[config.mk]
export PLATFORM = sky130hd
export DESIGN_NAME = staged_dehumidifier_rotation_flat
export DESIGN_NICKNAME = d
export VERILOG_FILES = /design/src/hw/rtl/dhr_pkg.sv /design/src/hw/rtl/dhr_in_if.sv /design/src/hw/rtl/dhr_out_if.sv /design/src/hw/rtl/dhr_regs.sv /design/src/hw/rtl/dhr_core.sv /design/src/hw/rtl/staged_dehumidifier_rotation.sv /design/src/flat_wrapper.sv
export SDC_FILE = /design/constraint.sdc
export NUM_CORES = 1
export LEC_CHECK = 0
export ABC_AREA = 0
export BUFFER_PORTS_ARGS = -buffer_cell sky130_fd_sc_hd__buf_2
export CORE_MARGIN = 4
export CORE_UTILIZATION = 25
export DETAILED_ROUTE_END_ITERATION = 12
export MAX_ROUTING_LAYER = met4
export SLEW_MARGIN = 5
export SYNTH_ARGS = -nofsm -noshare
export SYNTH_HDL_FRONTEND = slang
export SYNTH_SLANG_ARGS = --single-unit
[constraint.sdc]
create_clock -name i_clk -period 7.2 [get_ports i_clk]
set_clock_uncertainty 0.05 [all_clocks]
set_input_delay 1.08 -clock i_clk [delete_from_list [all_inputs] [get_ports i_clk]]
set_output_delay 1.08 -clock i_clk [all_outputs]
set_load 0.01 [all_outputs]
[src/hw/rtl/dhr_pkg.sv]
// ----------------------------------------------------------------------------
// dhr_pkg
// Shared types and constants for the staged dehumidifier rotation controller.
// ----------------------------------------------------------------------------
`default_nettype none

package dhr_pkg;

    localparam int CFG_ADDR_BITS    = 5;
    localparam int CFG_DATA_BITS    = 32;
    localparam int CMP_BITS         = 32;
    localparam int COUNTER_BITS_DEF = 16;
    localparam int NUM_UNITS        = 3;

    localparam logic [15:0] MAX_RUN_RST   = 16'd600;
    localparam logic [15:0] MIN_OFF_RST   = 16'd60;
    localparam logic [15:0] MIN_ON_RST    = 16'd120;
    localparam logic [6:0]  HUM_ONE_RST   = 7'd50;
    localparam logic [6:0]  HUM_TWO_RST   = 7'd60;
    localparam logic [6:0]  HUM_THREE_RST = 7'd70;

    localparam logic [1:0] UNIT_SEL_NONE = 2'd3;

    typedef enum logic [2:0] {
        ACT_TICK         = 3'd0,
        ACT_SET_HUM      = 3'd1,
        ACT_TOGGLE_UNIT  = 3'd2,
        ACT_TOGGLE_AUTO  = 3'd3,
        ACT_TOGGLE_POWER = 3'd4,
        ACT_EVAL         = 3'd5
    } t_action;

    typedef enum logic [2:0] {
        REG_MAX_RUN   = 3'd0,
        REG_MIN_OFF   = 3'd1,
        REG_MIN_ON    = 3'd2,
        REG_HUM_ONE   = 3'd3,
        REG_HUM_TWO   = 3'd4,
        REG_HUM_THREE = 3'd5
    } t_reg_idx;

    typedef struct packed {
        logic [15:0] max_run;
        logic [15:0] min_off;
        logic [15:0] min_on;
        logic [6:0]  hum_one;
        logic [6:0]  hum_two;
        logic [6:0]  hum_three;
    } t_cfg;

    typedef struct packed {
        logic [2:0] action;
        logic [6:0] humidity;
        logic [1:0] unit_select;
    } t_item;

    typedef struct packed {
        logic [NUM_UNITS-1:0] unit_on;
        logic                 power_on;
        logic                 auto_mode;
    } t_status;

endpackage

`default_nettype wire

[src/hw/rtl/dhr_in_if.sv]
// ----------------------------------------------------------------------------
// dhr_in_if
// Command channel: one word per tick, humidity update, toggle or evaluate.
// ----------------------------------------------------------------------------
`default_nettype none

interface dhr_in_if;
    logic       valid;
    logic       ready;
    logic [2:0] action;
    logic [6:0] humidity;
    logic [1:0] unit_select;

    modport source (output valid, output action, output humidity, output unit_select,
                    input ready);
    modport sink   (input valid, input action, input humidity, input unit_select,
                    output ready);
endinterface

`default_nettype wire

[src/hw/rtl/dhr_out_if.sv]
// ----------------------------------------------------------------------------
// dhr_out_if
// Status channel: relay and mode states after each command word.
// ----------------------------------------------------------------------------
`default_nettype none

interface dhr_out_if;
    logic valid;
    logic ready;
    logic dryer_a_on;
    logic dryer_b_on;
    logic dryer_c_on;
    logic system_power_on;
    logic auto_mode;

    modport source (output valid, output dryer_a_on, output dryer_b_on, output dryer_c_on,
                    output system_power_on, output auto_mode, input ready);
    modport sink   (input valid, input dryer_a_on, input dryer_b_on, input dryer_c_on,
                    input system_power_on, input auto_mode, output ready);
endinterface

`default_nettype wire

[src/hw/rtl/dhr_regs.sv]
// ----------------------------------------------------------------------------
// dhr_regs
// APB configuration registers: run and rest limits and humidity thresholds.
// ----------------------------------------------------------------------------
`default_nettype none

module dhr_regs
    import dhr_pkg::*;
(
    input  wire logic                     i_clk,
    input  wire logic                     i_rst_n,
    input  wire logic                     psel,
    input  wire logic                     penable,
    input  wire logic                     pwrite,
    input  wire logic [CFG_ADDR_BITS-1:0] paddr,
    input  wire logic [CFG_DATA_BITS-1:0] pwdata,
    output logic      [CFG_DATA_BITS-1:0] prdata,
    output logic                          pready,
    output t_cfg                          o_cfg
);

    t_cfg       r_cfg;
    logic [2:0] idx;
    logic       wr_en;

    assign idx    = paddr[CFG_ADDR_BITS-1:2];
    assign wr_en  = psel && penable && pwrite && pready;
    assign pready = 1'b1;
    assign o_cfg  = r_cfg;

    always_ff @(posedge i_clk) begin
        if (!i_rst_n) begin
            r_cfg.max_run   <= MAX_RUN_RST;
            r_cfg.min_off   <= MIN_OFF_RST;
            r_cfg.min_on    <= MIN_ON_RST;
            r_cfg.hum_one   <= HUM_ONE_RST;
            r_cfg.hum_two   <= HUM_TWO_RST;
            r_cfg.hum_three <= HUM_THREE_RST;
        end else if (wr_en) begin
            unique case (idx)
                REG_MAX_RUN:   r_cfg.max_run   <= pwdata[15:0];
                REG_MIN_OFF:   r_cfg.min_off   <= pwdata[15:0];
                REG_MIN_ON:    r_cfg.min_on    <= pwdata[15:0];
                REG_HUM_ONE:   r_cfg.hum_one   <= pwdata[6:0];
                REG_HUM_TWO:   r_cfg.hum_two   <= pwdata[6:0];
                REG_HUM_THREE: r_cfg.hum_three <= pwdata[6:0];
                default: ;
            endcase
        end
    end

    always_comb begin
        unique case (idx)
            REG_MAX_RUN:   prdata = CFG_DATA_BITS'(r_cfg.max_run);
            REG_MIN_OFF:   prdata = CFG_DATA_BITS'(r_cfg.min_off);
            REG_MIN_ON:    prdata = CFG_DATA_BITS'(r_cfg.min_on);
            REG_HUM_ONE:   prdata = CFG_DATA_BITS'(r_cfg.hum_one);
            REG_HUM_TWO:   prdata = CFG_DATA_BITS'(r_cfg.hum_two);
            REG_HUM_THREE: prdata = CFG_DATA_BITS'(r_cfg.hum_three);
            default:       prdata = '0;
        endcase
    end

endmodule

`default_nettype wire

[src/hw/rtl/dhr_core.sv]
// ----------------------------------------------------------------------------
// dhr_core
// Unit state, elapsed counters and the staging decision for one command word.
// ----------------------------------------------------------------------------
`default_nettype none

module dhr_core
    import dhr_pkg::*;
#(
    parameter int COUNTER_BITS = COUNTER_BITS_DEF
) (
    input  wire logic  i_clk,
    input  wire logic  i_rst_n,
    input  wire t_cfg  i_cfg,
    input  wire logic  i_fire,
    input  wire t_item i_item,
    output t_status    o_next
);

    localparam logic [COUNTER_BITS-1:0] CNT_RST = COUNTER_BITS'(MIN_OFF_RST);

    logic [COUNTER_BITS-1:0] r_cnt [NUM_UNITS];
    logic [COUNTER_BITS-1:0] n_cnt [NUM_UNITS];
    logic [NUM_UNITS-1:0]    r_on, n_on;
    logic                    r_pwr, n_pwr;
    logic                    r_auto, n_auto;
    logic [6:0]              r_hum, n_hum;

    function automatic logic above(input logic [COUNTER_BITS-1:0] c, input logic [15:0] lim);
        return CMP_BITS'(c) > CMP_BITS'(lim);
    endfunction

    always_ff @(posedge i_clk) begin
        if (!i_rst_n) begin
            for (int u = 0; u < NUM_UNITS; u++) begin
                r_cnt[u] <= CNT_RST;
            end
            r_on   <= '0;
            r_pwr  <= 1'b0;
            r_auto <= 1'b1;
            r_hum  <= '0;
        end else begin
            for (int u = 0; u < NUM_UNITS; u++) begin
                r_cnt[u] <= n_cnt[u];
            end
            r_on   <= n_on;
            r_pwr  <= n_pwr;
            r_auto <= n_auto;
            r_hum  <= n_hum;
        end
    end

    always_comb begin
        logic [1:0] top;
        logic [1:0] mid;
        logic [1:0] cnt_on;
        n_cnt  = r_cnt;
        n_on   = r_on;
        n_pwr  = r_pwr;
        n_auto = r_auto;
        n_hum  = r_hum;
        top    = 2'd0;
        mid    = 2'd0;
        cnt_on = 2'd0;
        // order units by elapsed count, strict compares
        if (r_cnt[0] < r_cnt[1]) begin
            if (r_cnt[1] < r_cnt[2]) begin
                mid = 2'd1; top = 2'd2;
            end else if (r_cnt[0] < r_cnt[2]) begin
                mid = 2'd2; top = 2'd1;
            end else begin
                mid = 2'd0; top = 2'd1;
            end
        end else begin
            if (r_cnt[0] < r_cnt[2]) begin
                mid = 2'd0; top = 2'd2;
            end else if (r_cnt[2] < r_cnt[1]) begin
                mid = 2'd1; top = 2'd0;
            end else begin
                mid = 2'd2; top = 2'd0;
            end
        end
        if (i_fire) begin
            case (i_item.action)
                ACT_TICK: begin
                    for (int u = 0; u < NUM_UNITS; u++) begin
                        if (r_cnt[u] != '1) begin
                            n_cnt[u] = r_cnt[u] + 1'b1;
                        end
                    end
                end
                ACT_SET_HUM: n_hum = i_item.humidity;
                ACT_TOGGLE_UNIT: begin
                    if (i_item.unit_select != UNIT_SEL_NONE) begin
                        n_auto                     = 1'b0;
                        n_on[i_item.unit_select]   = !r_on[i_item.unit_select];
                        n_cnt[i_item.unit_select]  = '0;
                    end
                end
                ACT_TOGGLE_AUTO:  n_auto = !r_auto;
                ACT_TOGGLE_POWER: n_pwr  = !r_pwr;
                ACT_EVAL: begin
                    if (r_auto) begin
                        // forced off past max run
                        for (int u = 0; u < NUM_UNITS; u++) begin
                            if (n_on[u] && above(n_cnt[u], i_cfg.max_run)) begin
                                n_on[u]  = 1'b0;
                                n_cnt[u] = '0;
                            end
                        end
                        cnt_on = 2'(n_on[0]) + 2'(n_on[1]) + 2'(n_on[2]);
                        if (r_hum >= i_cfg.hum_three) begin
                            for (int u = 0; u < NUM_UNITS; u++) begin
                                if (!n_on[u] && above(n_cnt[u], i_cfg.min_off)) begin
                                    n_on[u] = 1'b1; n_cnt[u] = '0;
                                end
                            end
                        end else if (r_hum >= i_cfg.hum_two) begin
                            if (cnt_on == 2'd0) begin
                                if (!n_on[top] && above(n_cnt[top], i_cfg.min_off)) begin
                                    n_on[top] = 1'b1; n_cnt[top] = '0;
                                end
                                if (!n_on[mid] && above(n_cnt[mid], i_cfg.min_off)) begin
                                    n_on[mid] = 1'b1; n_cnt[mid] = '0;
                                end
                            end else if (cnt_on == 2'd1) begin
                                if (!n_on[top] && above(n_cnt[top], i_cfg.min_off)) begin
                                    n_on[top] = 1'b1; n_cnt[top] = '0;
                                end else if (!n_on[mid] && above(n_cnt[mid], i_cfg.min_off))
                                begin
                                    n_on[mid] = 1'b1; n_cnt[mid] = '0;
                                end
                            end else if (cnt_on == 2'd3) begin
                                if (n_on[top] && above(n_cnt[top], i_cfg.min_on)) begin
                                    n_on[top] = 1'b0; n_cnt[top] = '0;
                                end
                            end
                        end else if (r_hum >= i_cfg.hum_one) begin
                            if (cnt_on == 2'd0) begin
                                if (!n_on[top] && above(n_cnt[top], i_cfg.min_off)) begin
                                    n_on[top] = 1'b1; n_cnt[top] = '0;
                                end
                            end else if (cnt_on == 2'd2) begin
                                if (n_on[top] && above(n_cnt[top], i_cfg.min_on)) begin
                                    n_on[top] = 1'b0; n_cnt[top] = '0;
                                end else if (n_on[mid] && above(n_cnt[mid], i_cfg.min_on))
                                begin
                                    n_on[mid] = 1'b0; n_cnt[mid] = '0;
                                end
                            end else if (cnt_on == 2'd3) begin
                                if (n_on[top] && above(n_cnt[top], i_cfg.min_on)) begin
                                    n_on[top] = 1'b0; n_cnt[top] = '0;
                                end
                                if (n_on[mid] && above(n_cnt[mid], i_cfg.min_on)) begin
                                    n_on[mid] = 1'b0; n_cnt[mid] = '0;
                                end
                            end
                        end else begin
                            for (int u = 0; u < NUM_UNITS; u++) begin
                                if (n_on[u] && above(n_cnt[u], i_cfg.min_on)) begin
                                    n_on[u] = 1'b0; n_cnt[u] = '0;
                                end
                            end
                        end
                    end
                end
                default: ;
            endcase
        end
    end

    assign o_next = '{unit_on: n_on, power_on: n_pwr, auto_mode: n_auto};

endmodule

`default_nettype wire

[src/hw/rtl/staged_dehumidifier_rotation.sv]
// ----------------------------------------------------------------------------
// staged_dehumidifier_rotation
// Stages three dehumidifier relays from a stored humidity reading.
//
// Command words enter on i_in (tick, set humidity, toggle unit, toggle auto,
// toggle power, evaluate). Every accepted word yields exactly one status word
// on o_out: the three relay states, the power relay and the auto mode flag as
// they stand after the command.
// A word is registered at acceptance and processed when the output register
// is free or its word is being taken; that edge loads the output register.
// With o_out not stalling, one word per cycle is sustained; the decision for a
// word is a single pass over the three counters between the two registers.
// When o_out stalls, the output register holds and one more command waits in
// the input register; ready then drops until the status word is taken.
// Reset clears both valid flags, turns all relays and power off, enables auto
// mode, clears the humidity and loads the counters with the min off reset.
// Thresholds and limits are to be written over APB only while the block idles;
// the block itself does not enforce this.
`default_nettype none

module staged_dehumidifier_rotation
    import dhr_pkg::*;
#(
    parameter int COUNTER_BITS = COUNTER_BITS_DEF
) (
    input  wire logic                     i_clk,
    input  wire logic                     i_rst_n,
    dhr_in_if.sink                        i_in,
    dhr_out_if.source                     o_out,
    input  wire logic                     psel,
    input  wire logic                     penable,
    input  wire logic                     pwrite,
    input  wire logic [CFG_ADDR_BITS-1:0] paddr,
    input  wire logic [CFG_DATA_BITS-1:0] pwdata,
    output logic      [CFG_DATA_BITS-1:0] prdata,
    output logic                          pready
);

    t_cfg    cfg;
    t_item   r_in;
    logic    r_in_valid;
    t_status r_res;
    logic    r_res_valid;
    t_status next_status;
    logic    fire;

    assign fire       = r_in_valid && (!r_res_valid || o_out.ready);
    assign i_in.ready = !r_in_valid || fire;

    dhr_regs u_regs (
        .i_clk   (i_clk),
        .i_rst_n (i_rst_n),
        .psel    (psel),
        .penable (penable),
        .pwrite  (pwrite),
        .paddr   (paddr),
        .pwdata  (pwdata),
        .prdata  (prdata),
        .pready  (pready),
        .o_cfg   (cfg)
    );

    dhr_core #(
        .COUNTER_BITS (COUNTER_BITS)
    ) u_core (
        .i_clk   (i_clk),
        .i_rst_n (i_rst_n),
        .i_cfg   (cfg),
        .i_fire  (fire),
        .i_item  (r_in),
        .o_next  (next_status)
    );

    always_ff @(posedge i_clk) begin
        if (!i_rst_n) begin
            r_in_valid <= 1'b0;
        end else if (i_in.ready) begin
            r_in_valid <= i_in.valid;
        end
    end

    always_ff @(posedge i_clk) begin
        if (i_in.valid && i_in.ready) begin
            r_in <= '{action: i_in.action, humidity: i_in.humidity,
                      unit_select: i_in.unit_select};
        end
    end

    always_ff @(posedge i_clk) begin
        if (!i_rst_n) begin
            r_res_valid <= 1'b0;
        end else if (fire) begin
            r_res_valid <= 1'b1;
        end else if (o_out.ready) begin
            r_res_valid <= 1'b0;
        end
    end

    always_ff @(posedge i_clk) begin
        if (fire) begin
            r_res <= next_status;
        end
    end

    assign o_out.valid           = r_res_valid;
    assign o_out.dryer_a_on      = r_res.unit_on[0];
    assign o_out.dryer_b_on      = r_res.unit_on[1];
    assign o_out.dryer_c_on      = r_res.unit_on[2];
    assign o_out.system_power_on = r_res.power_on;
    assign o_out.auto_mode       = r_res.auto_mode;

`ifndef SYNTHESIS
    a_accept_loads: assert property (@(posedge i_clk) disable iff (!i_rst_n)
        i_in.valid && i_in.ready |=> r_in_valid)
        else $error("accepted word not held in input register");

    a_hold_pending: assert property (@(posedge i_clk) disable iff (!i_rst_n)
        r_in_valid && !fire |=> r_in_valid && $stable(r_in))
        else $error("pending word lost or changed");

    a_manual_clears_auto: assert property (@(posedge i_clk) disable iff (!i_rst_n)
        fire && r_in.action == ACT_TOGGLE_UNIT && r_in.unit_select != UNIT_SEL_NONE
        |=> !o_out.auto_mode && o_out.valid)
        else $error("manual toggle did not leave auto mode");
`endif

endmodule

`default_nettype wire

[src/flat_wrapper.sv]
// flat-port wrapper written by rule: the top's interface ports become plain ports
module staged_dehumidifier_rotation_flat import dhr_pkg::*;
#(
    parameter int COUNTER_BITS = COUNTER_BITS_DEF
)
  (i_clk, i_rst_n, psel, penable, pwrite, paddr, pwdata, prdata, pready, i_in_valid, i_in_action, i_in_humidity, i_in_unit_select, i_in_ready, o_out_valid, o_out_dryer_a_on, o_out_dryer_b_on, o_out_dryer_c_on, o_out_system_power_on, o_out_auto_mode, o_out_ready);
  dhr_in_if i_in_i ();
  dhr_out_if o_out_i ();
  input  wire logic i_clk;
  input  wire logic i_rst_n;
  input  wire logic psel;
  input  wire logic penable;
  input  wire logic pwrite;
  input  wire logic [CFG_ADDR_BITS-1:0] paddr;
  input  wire logic [CFG_DATA_BITS-1:0] pwdata;
  output logic      [CFG_DATA_BITS-1:0] prdata;
  output logic pready;
  input wire logic [$bits(i_in_i.valid)-1:0] i_in_valid;
  input wire logic [$bits(i_in_i.action)-1:0] i_in_action;
  input wire logic [$bits(i_in_i.humidity)-1:0] i_in_humidity;
  input wire logic [$bits(i_in_i.unit_select)-1:0] i_in_unit_select;
  output wire logic [$bits(i_in_i.ready)-1:0] i_in_ready;
  output wire logic [$bits(o_out_i.valid)-1:0] o_out_valid;
  output wire logic [$bits(o_out_i.dryer_a_on)-1:0] o_out_dryer_a_on;
  output wire logic [$bits(o_out_i.dryer_b_on)-1:0] o_out_dryer_b_on;
  output wire logic [$bits(o_out_i.dryer_c_on)-1:0] o_out_dryer_c_on;
  output wire logic [$bits(o_out_i.system_power_on)-1:0] o_out_system_power_on;
  output wire logic [$bits(o_out_i.auto_mode)-1:0] o_out_auto_mode;
  input wire logic [$bits(o_out_i.ready)-1:0] o_out_ready;
  assign i_in_i.valid = i_in_valid;
  assign i_in_i.action = i_in_action;
  assign i_in_i.humidity = i_in_humidity;
  assign i_in_i.unit_select = i_in_unit_select;
  assign i_in_ready = i_in_i.ready;
  assign o_out_valid = o_out_i.valid;
  assign o_out_dryer_a_on = o_out_i.dryer_a_on;
  assign o_out_dryer_b_on = o_out_i.dryer_b_on;
  assign o_out_dryer_c_on = o_out_i.dryer_c_on;
  assign o_out_system_power_on = o_out_i.system_power_on;
  assign o_out_auto_mode = o_out_i.auto_mode;
  assign o_out_i.ready = o_out_ready;
  staged_dehumidifier_rotation #(.COUNTER_BITS(COUNTER_BITS)) u_core (.i_clk(i_clk), .i_rst_n(i_rst_n), .i_in(i_in_i), .o_out(o_out_i), .psel(psel), .penable(penable), .pwrite(pwrite), .paddr(paddr), .pwdata(pwdata), .prdata(prdata), .pready(pready));
endmodule
==> results of run 1 <==
## state kept, by name (all words and copies together), names as in the netlist, 3 cells and up
signal and count:
u_core.u_regs.o_cfg 69, u_core.u_core.r_hum 7, u_core.u_core.r_on 3, u_core.u_core.r_cnt 48, u_core.r_in 12
## synth_stat cells (42+ instances only)
library cell / number
nand4_1: 58
nor2_1: 188
nand2_1: 327
inv_1: 164
o21a_1: 42
nand3_1: 73
nor3_1: 60
o21ai_0: 176
a21oi_1: 265
dfxtp_1: 131
clkbuf_1: 96
o211ai_1: 43
ha_1: 310
## power by group
group / switching (mW) / internal [mW] / leakage, nW
registers: 0.0185 / 0.849 / 1.23
clock network: 0.421 / 0.488 / 0.263
logic: 1.80 / 1.26 / 8.88
total: 2.24 / 2.60 / 10.4
## layer usage
metal | share of wire (%) | vias up | global-route usage, %
met5 | 0 | - | -
met4 | 5.1 | 0 | 8.929
met3 | 9.2 | 245 | 4.256
met1 | 44 | 10250 | 31.40
met2 | 42 | 1127 | 33.42
li1 | - | 10020 | -
## final timing paths
path,endpoint,cells after the start,slack [ns],start
setup / recovery,u_core.u_core.r_cnt[35]$_SDFFE_PN1P_,46,-0.12,u_core.u_regs.o_cfg[65]$_SDFFE_PN0P_
hold / removal,u_core.u_regs.o_cfg[38]$_SDFFE_PN0P_,2,0.40,u_core.u_regs.o_cfg[38]$_SDFFE_PN0P_
setup reg to reg,u_core.u_core.r_cnt[35]$_SDFFE_PN1P_,46,-0.12,u_core.u_regs.o_cfg[65]$_SDFFE_PN0P_
hold reg to reg,u_core.u_regs.o_cfg[38]$_SDFFE_PN0P_,2,0.40,u_core.u_regs.o_cfg[38]$_SDFFE_PN0P_
## kinds of logic (layout without fill, tap and decap cells)
group | count (synthesis) | in the layout | share of synthesized area (%)
other | 2 | 17 | 0.04170
DFF | 148 | 148 | 17.39
xor gates and xnor gates | 3 | 3 | 0.1459
muxes | 38 | 38 | 2.390
AOI/OAI and AO/OA | 841 | 841 | 30.16
and+or+nand+nor | 835 | 835 | 21.64
buffers and inverters | 294 | 688 | 6.586
adders and majority gates | 311 | 311 | 21.65
## through the flow
stage / util, % / std cells / hold slack, ns
global placement: 30.62 / 3740 / 0.3943
finish: 34.11 / 3831 / 0.4033
floorplan: - / 2487 / 0.3863
detailed placement: 30.62 / 3740 / 0.3988
CTS: 32.34 / 3802 / 0.4079
global route: 34.11 / 3831 / 0.4346
## what timing repair did
item / 4_1_cts / 5_1_grt
setup endpoints to repair: 54 / 54
gates cloned: 1 / 0
endpoints found under the hold margin: 0 / 0
hold buffers: 0 / 0
setup buffers: 29 / 34
pin swaps: 36 / 104
gates resized for setup: 121 / 235
## critical path: cells and delay by family, from the launching register on
kind,cells,cell delay (ns)
flip-flops,1,0.35
AND/OR/NAND/NOR,6,0.66
adder cells (fa/ha/maj),2,0.57
AO/OA/AOI/OAI,10,1.80
buffers and inverters,28,3.73
## area by class of cell
type / count / area share (%)
tap: 950 / 4.874
clock buffer: 19 / 1.816
multi-input combinational: 2045 / 62.02
timing repair buffer: 487 / 14.98
sequential: 148 / 13.05
inverter: 168 / 2.714
timing repair inverter: 1 / 0.03079
clock inverter: 13 / 0.5080
==> flow_summary.toml, run 1 <==
[placed_design]
dpl.hpwl_um = 70910
dpl_cell_area_mm2 = 0.02189
port_buffers = 60
post-place-ws_ns = -0.7507
gp_congestion = 1.059

[synthesis]
synth_edf_count = 17
synthCells = 2472
syn_area_mm2 = 0.01801
yosys.area.top_type = "ha_1"
ys_seq_area_share_pct = 17.39
synth-async-reset-ratio_pct = 0
netlist.area_leader.share_pct = 21.54
synthTopCellsByArea = "ha_1 22%, dfxtp_1 15%, a21oi_1 7.4%"
ys.flop_type = "dfxtp_1"
synth_cell_type_count = 97
synth.yosys.warnings = 0
synth_area_per_cell_um2 = 7.286
synth_seq_cells = 148

[critical_path]
cp_slowest_cell = "o41ai_4"
critPathRequiredTime_ns = 7.48
path_class = "reg -> reg"
crit_path_max_incr_delay_ns = 0.38
crit_arrival_ns = 7.60
cp_common_cell = "buf_4"
start_kind = "flop"
cp_max_fo = 6
worst_setup_path_end_kind = "flop"

[run_status]
outcome = "complete, but fails checks"
failed_checks = "negative setup slack"

[clock_tree]
clock-root-buffer = "clkbuf_16"
cts_buffer_depth = 2
clkSlewWorstSetupHoldPaths_ns = 0.07
h-tree-depth = 4
cts_tree = "built"
clk-insertion-delay-late_ns = 0.49
clock-sinks = 148
cts_made_buffers = 17

[grt]
grt_remaining_overflow = 0
grt_pass1_wl_um = 129100
grt_max_degree = 68
antenna_found_initial = 0
grt_pass1_vias = 19330
groute.usage.overall_pct = 22.95

[pwr]
leakage_nw = 10.38
power_mw = 4.838
peakVddDrop_uv = 204.1
pwr_density_cell_mw_per_mm2 = 198.4

[cells_and_area]
antennaDiodeCount = 0
design_area_mm2 = 0.02439
drive_gt1_share_pct = 27.80
multiInputGateArea_mm2 = 0.01512
area.sequential_mm2 = 0.003183
final_cell_mix = "404 x buf_4, 306 x nand2_1, 286 x ha_1"
layout_commonest_cell = "buf_4"
nets = 3235
nFillCells = 7564
area_growth_pct = 35.39

[sta]
rsz0062_at_grt = "yes"
setup_ws_ns = -0.1238
setup_tns_ns = -0.4475
fmax_ghz = 0.1365
slew_headroom_pct = 19.66
slew_violations = 0
period_needed_ns = 7.324
min_period_over_period_pct = 101.7
setup_viol = 11
hold_viol_final = 0
worstMarginPinSlew_ns = 1.189

[hold_path]
hp-class = "reg -> reg"

[detailed_routing]
wl_per_cell_um = 23.58
route.detailed.drc = 0
avgViaCountPerCell = 5.648
vias = 21640
drt-pass1-iter-count = 6
drt-total-wl_um = 90340
first_iter_violations = 2265
ant_nets = 0

[floorplan]
die_w_um = 276.4
die-area_mm2 = 0.07640
core_mm2 = 0.07149
start_util_pct = 25.20
num_io_pins = 96
die_y_um = 276.4
rows = 98

[flow_run]
cap_violations = 0
Power figures use the tool's default switching activity.
==> inputs of run 2 (changes only) <==
Settings changed: SYNTH_HIERARCHICAL set to 1.
==> run 2 against run 1 <==
The flow still finishes with violations (negative setup slack). Critical path depth down 11. Area after synthesis about the same. Clock power up 2.9%. Final cell count shrank 3.3%. Routed wire length down 2.7%. Via count is 2.1% lower. Core utilization fell by 0.089 points. Sequential power is essentially flat. Hold slack gained 0.027 ns. Design area decreased by 0.26%.
==> flow_summary.toml, run 2 <==
[synthesis]
ys_seq_area_share_pct = 17.39
ys.flop_type = "dfxtp_1"
synth_cell_type_count = 109
synth-async-reset-ratio_pct = 0
synth_edf_count = 17
yosys.area.top_type = "ha_1"
synthTopCellsByCount = "310 x ha_1, 264 x nand2_1, 185 x a21oi_1"
synth_area_per_cell_um2 = 7.670
synthTopCellsByArea = "ha_1 22%, dfxtp_1 15%, nand2_1 5.5%"
synth.yosys.warnings = 6
synth.most_common_cell = "ha_1"
syn_area_mm2 = 0.01802
netlist.area_leader.share_pct = 21.53
synth_seq_cells = 148
synthCells = 2349

[cells_and_area]
layout_commonest_cell = "buf_4"
nets = 3107
final_cell_mix = "393 x buf_4, 296 x ha_1, 246 x nand2_1"
drive_gt1_share_pct = 29.39
nFillCells = 7449
largest_reg_flops = 69
area_growth_pct = 35.00

[floorplan]
start_util_pct = 25.20
rows = 98
die-area_mm2 = 0.07642
core_mm2 = 0.07149
die_y_um = 276.4
die_w_um = 276.4
num_io_pins = 96

[sta]
slew_headroom_pct = 31.24
holdWs_ns = 0.4305
worstMarginPinSlew_ns = 1.030
setup_viol = 46
min_period_over_period_pct = 103.7
period_needed_ns = 7.463
setup_ws_ns = -0.2628
setup_tns_ns = -4.595
rsz0062_at_grt = "yes"
fmax_ghz = 0.1340
hold_viol_final = 0
slew_violations = 0

[critical_path]
cp_slowest_cell = "or4_4"
r2r_start = "u_core/u_regs/o_cfg[67]$_SDFFE_PN0P_"
path_class = "reg -> reg"
cp_max_fo = 6
critPathRequiredTime_ns = 7.48
worstSetupStartpoint = "u_core/u_regs/o_cfg[67]$_SDFFE_PN0P_"
crit_path_max_incr_delay_ns = 0.58
r2r_slack_ns = -0.26
start_kind = "flop"
rr_endpoint = "u_core/u_core/r_cnt[13]$_SDFFE_PN0P_"
worstRegToRegCells = 35
worst_setup_path_end_kind = "flop"
crit_arrival_ns = 7.74
critPathCapture = "u_core/u_core/r_cnt[13]$_SDFFE_PN0P_"

[placed_design]
dpl.hpwl_um = 67910
port_buffers = 60
gp_congestion = 1.056

[grt]
grt_remaining_overflow = 0
antenna_found_initial = 1
grt_pass1_vias = 19740
grt_max_degree = 46
grt_pass1_wl_um = 126000
groute.usage.overall_pct = 22.23

[detailed_routing]
vias = 21180
wl_per_cell_um = 23.72
first_iter_violations = 2651
avgViaCountPerCell = 5.718
drt-pass1-iter-count = 6
ant_nets = 0
drt-total-wl_um = 87860
route.detailed.drc = 0

[run_status]
outcome = "complete, but fails checks"
failed_checks = "negative setup slack"

[clock_tree]
clkSlewWorstSetupHoldPaths_ns = 0.07
clk-insertion-delay-late_ns = 0.46
cts_made_buffers = 17
cts_tree = "built"
clock-sinks = 148
clock-root-buffer = "clkbuf_16"
h-tree-depth = 4
cts_buffer_depth = 2

[pwr]
leakage_nw = 10.73
pwr_density_cell_mw_per_mm2 = 228.7
peakVddDrop_uv = 176.8
power_mw = 5.563

[hold_path]
hp-class = "reg -> reg"

[flow_run]
cap_violations = 0
-- run 2: area by class of cell --
class / instances / area (um2) / area share (%)
clock inverter: 15 / 198.9 / 0.8179
tap: 950 / 1189 / 4.887
clock buffer: 17 / 425.4 / 1.749
sequential: 148 / 3196 / 13.14
timing repair buffer: 478 / 3595 / 14.78
inverter: 161 / 611.8 / 2.516
antenna: 1 / 2.502 / 0.01029
multi-input combinational: 1934 / 15100 / 62.10
-- run 2: metrics by stage --
step | setup slack, ns | instances | util [%] | cell area (um2)
after floorplan | 0.03301 | 2364 | - | 18120
after global placement | -0.5896 | 3629 | 30.67 | 21920
after detailed placement | -0.6573 | 3629 | 30.67 | 21920
after CTS | -0.02866 | 3690 | 32.79 | 23440
after global routing | -0.4668 | 3704 | 34.02 | 24320
final | -0.2628 | 3704 | 34.02 | 24320
-- run 2: power by group --
group | internal (mW) | switching, mW | leakage, nW
sequential | 0.848 | 0.0190 | 1.24
clock | 0.475 | 0.460 | 0.301
combinational | 1.66 | 2.10 | 9.19
total | 2.98 | 2.58 | 10.7
-- run 2: worst max-delay path, delay by kind of cell (launching register included) --
kind / cells / cell delay [ns]
AND/OR/NAND/NOR: 12 / 2.68
AO/OA/AOI/OAI: 14 / 2.46
buffers and inverters: 6 / 0.92
adder cells (fa/ha/maj): 3 / 0.85
flip-flops: 1 / 0.36
-- run 2: worst min path at each step --
stage,from,to,slack (ns),cells after the start
2_1_floorplan,u_core/u_regs/o_cfg[38]$_SDFFE_PN0P_,u_core/u_regs/o_cfg[38]$_SDFFE_PN0P_,0.40,2
3_3_place_gp,u_core/u_regs/o_cfg[49]$_SDFFE_PN0P_,u_core/u_regs/o_cfg[49]$_SDFFE_PN0P_,0.41,2
3_5_place_dp,u_core/u_regs/o_cfg[47]$_SDFFE_PN0P_,u_core/u_regs/o_cfg[47]$_SDFFE_PN0P_,0.41,2
4_1_cts,u_core/u_regs/o_cfg[48]$_SDFFE_PN0P_,u_core/u_regs/o_cfg[48]$_SDFFE_PN0P_,0.43,2
5_1_grt,u_core/u_regs/o_cfg[50]$_SDFFE_PN0P_,u_core/u_regs/o_cfg[50]$_SDFFE_PN0P_,0.44,2
6_report,u_core/u_regs/o_cfg[36]$_SDFFE_PN0P_,u_core/u_regs/o_cfg[36]$_SDFFE_PN0P_,0.43,2
-- run 2: kinds of logic (layout without fill, tap and decap cells) --
kind of cell | Yosys count | in the layout | share of synthesized area, %
and+or+nand+nor | 762 | 765 | 20.76
AOI/OAI and AO/OA | 759 | 759 | 28.88
adders and majority gates | 311 | 311 | 21.64
buffers and inverters | 285 | 671 | 6.723
DFF | 148 | 148 | 17.39
muxes | 76 | 76 | 4.271
xor gates and xnor gates | 6 | 6 | 0.2917
other | 2 | 18 | 0.04169
-- run 2: metal layers --
metal  part of all wire [%]  GRT usage [%]  vias up
met5                      0              -        -
met4                    8.7          15.73        0
met3                    9.6          4.408      342
met2                     43          33.19     1285
met1                     39          26.80     9888
li1                       -              -     9664
-- run 2: timing repair --
item / CTS / global route
cloned: 4 / 0
endpoints found under the hold margin: 0 / 0
buffers inserted: 28 / 16
resized for setup: 182 / 161
hold buffers: 0 / 0
pin swaps: 69 / 94
setup endpoints to repair: 54 / 54
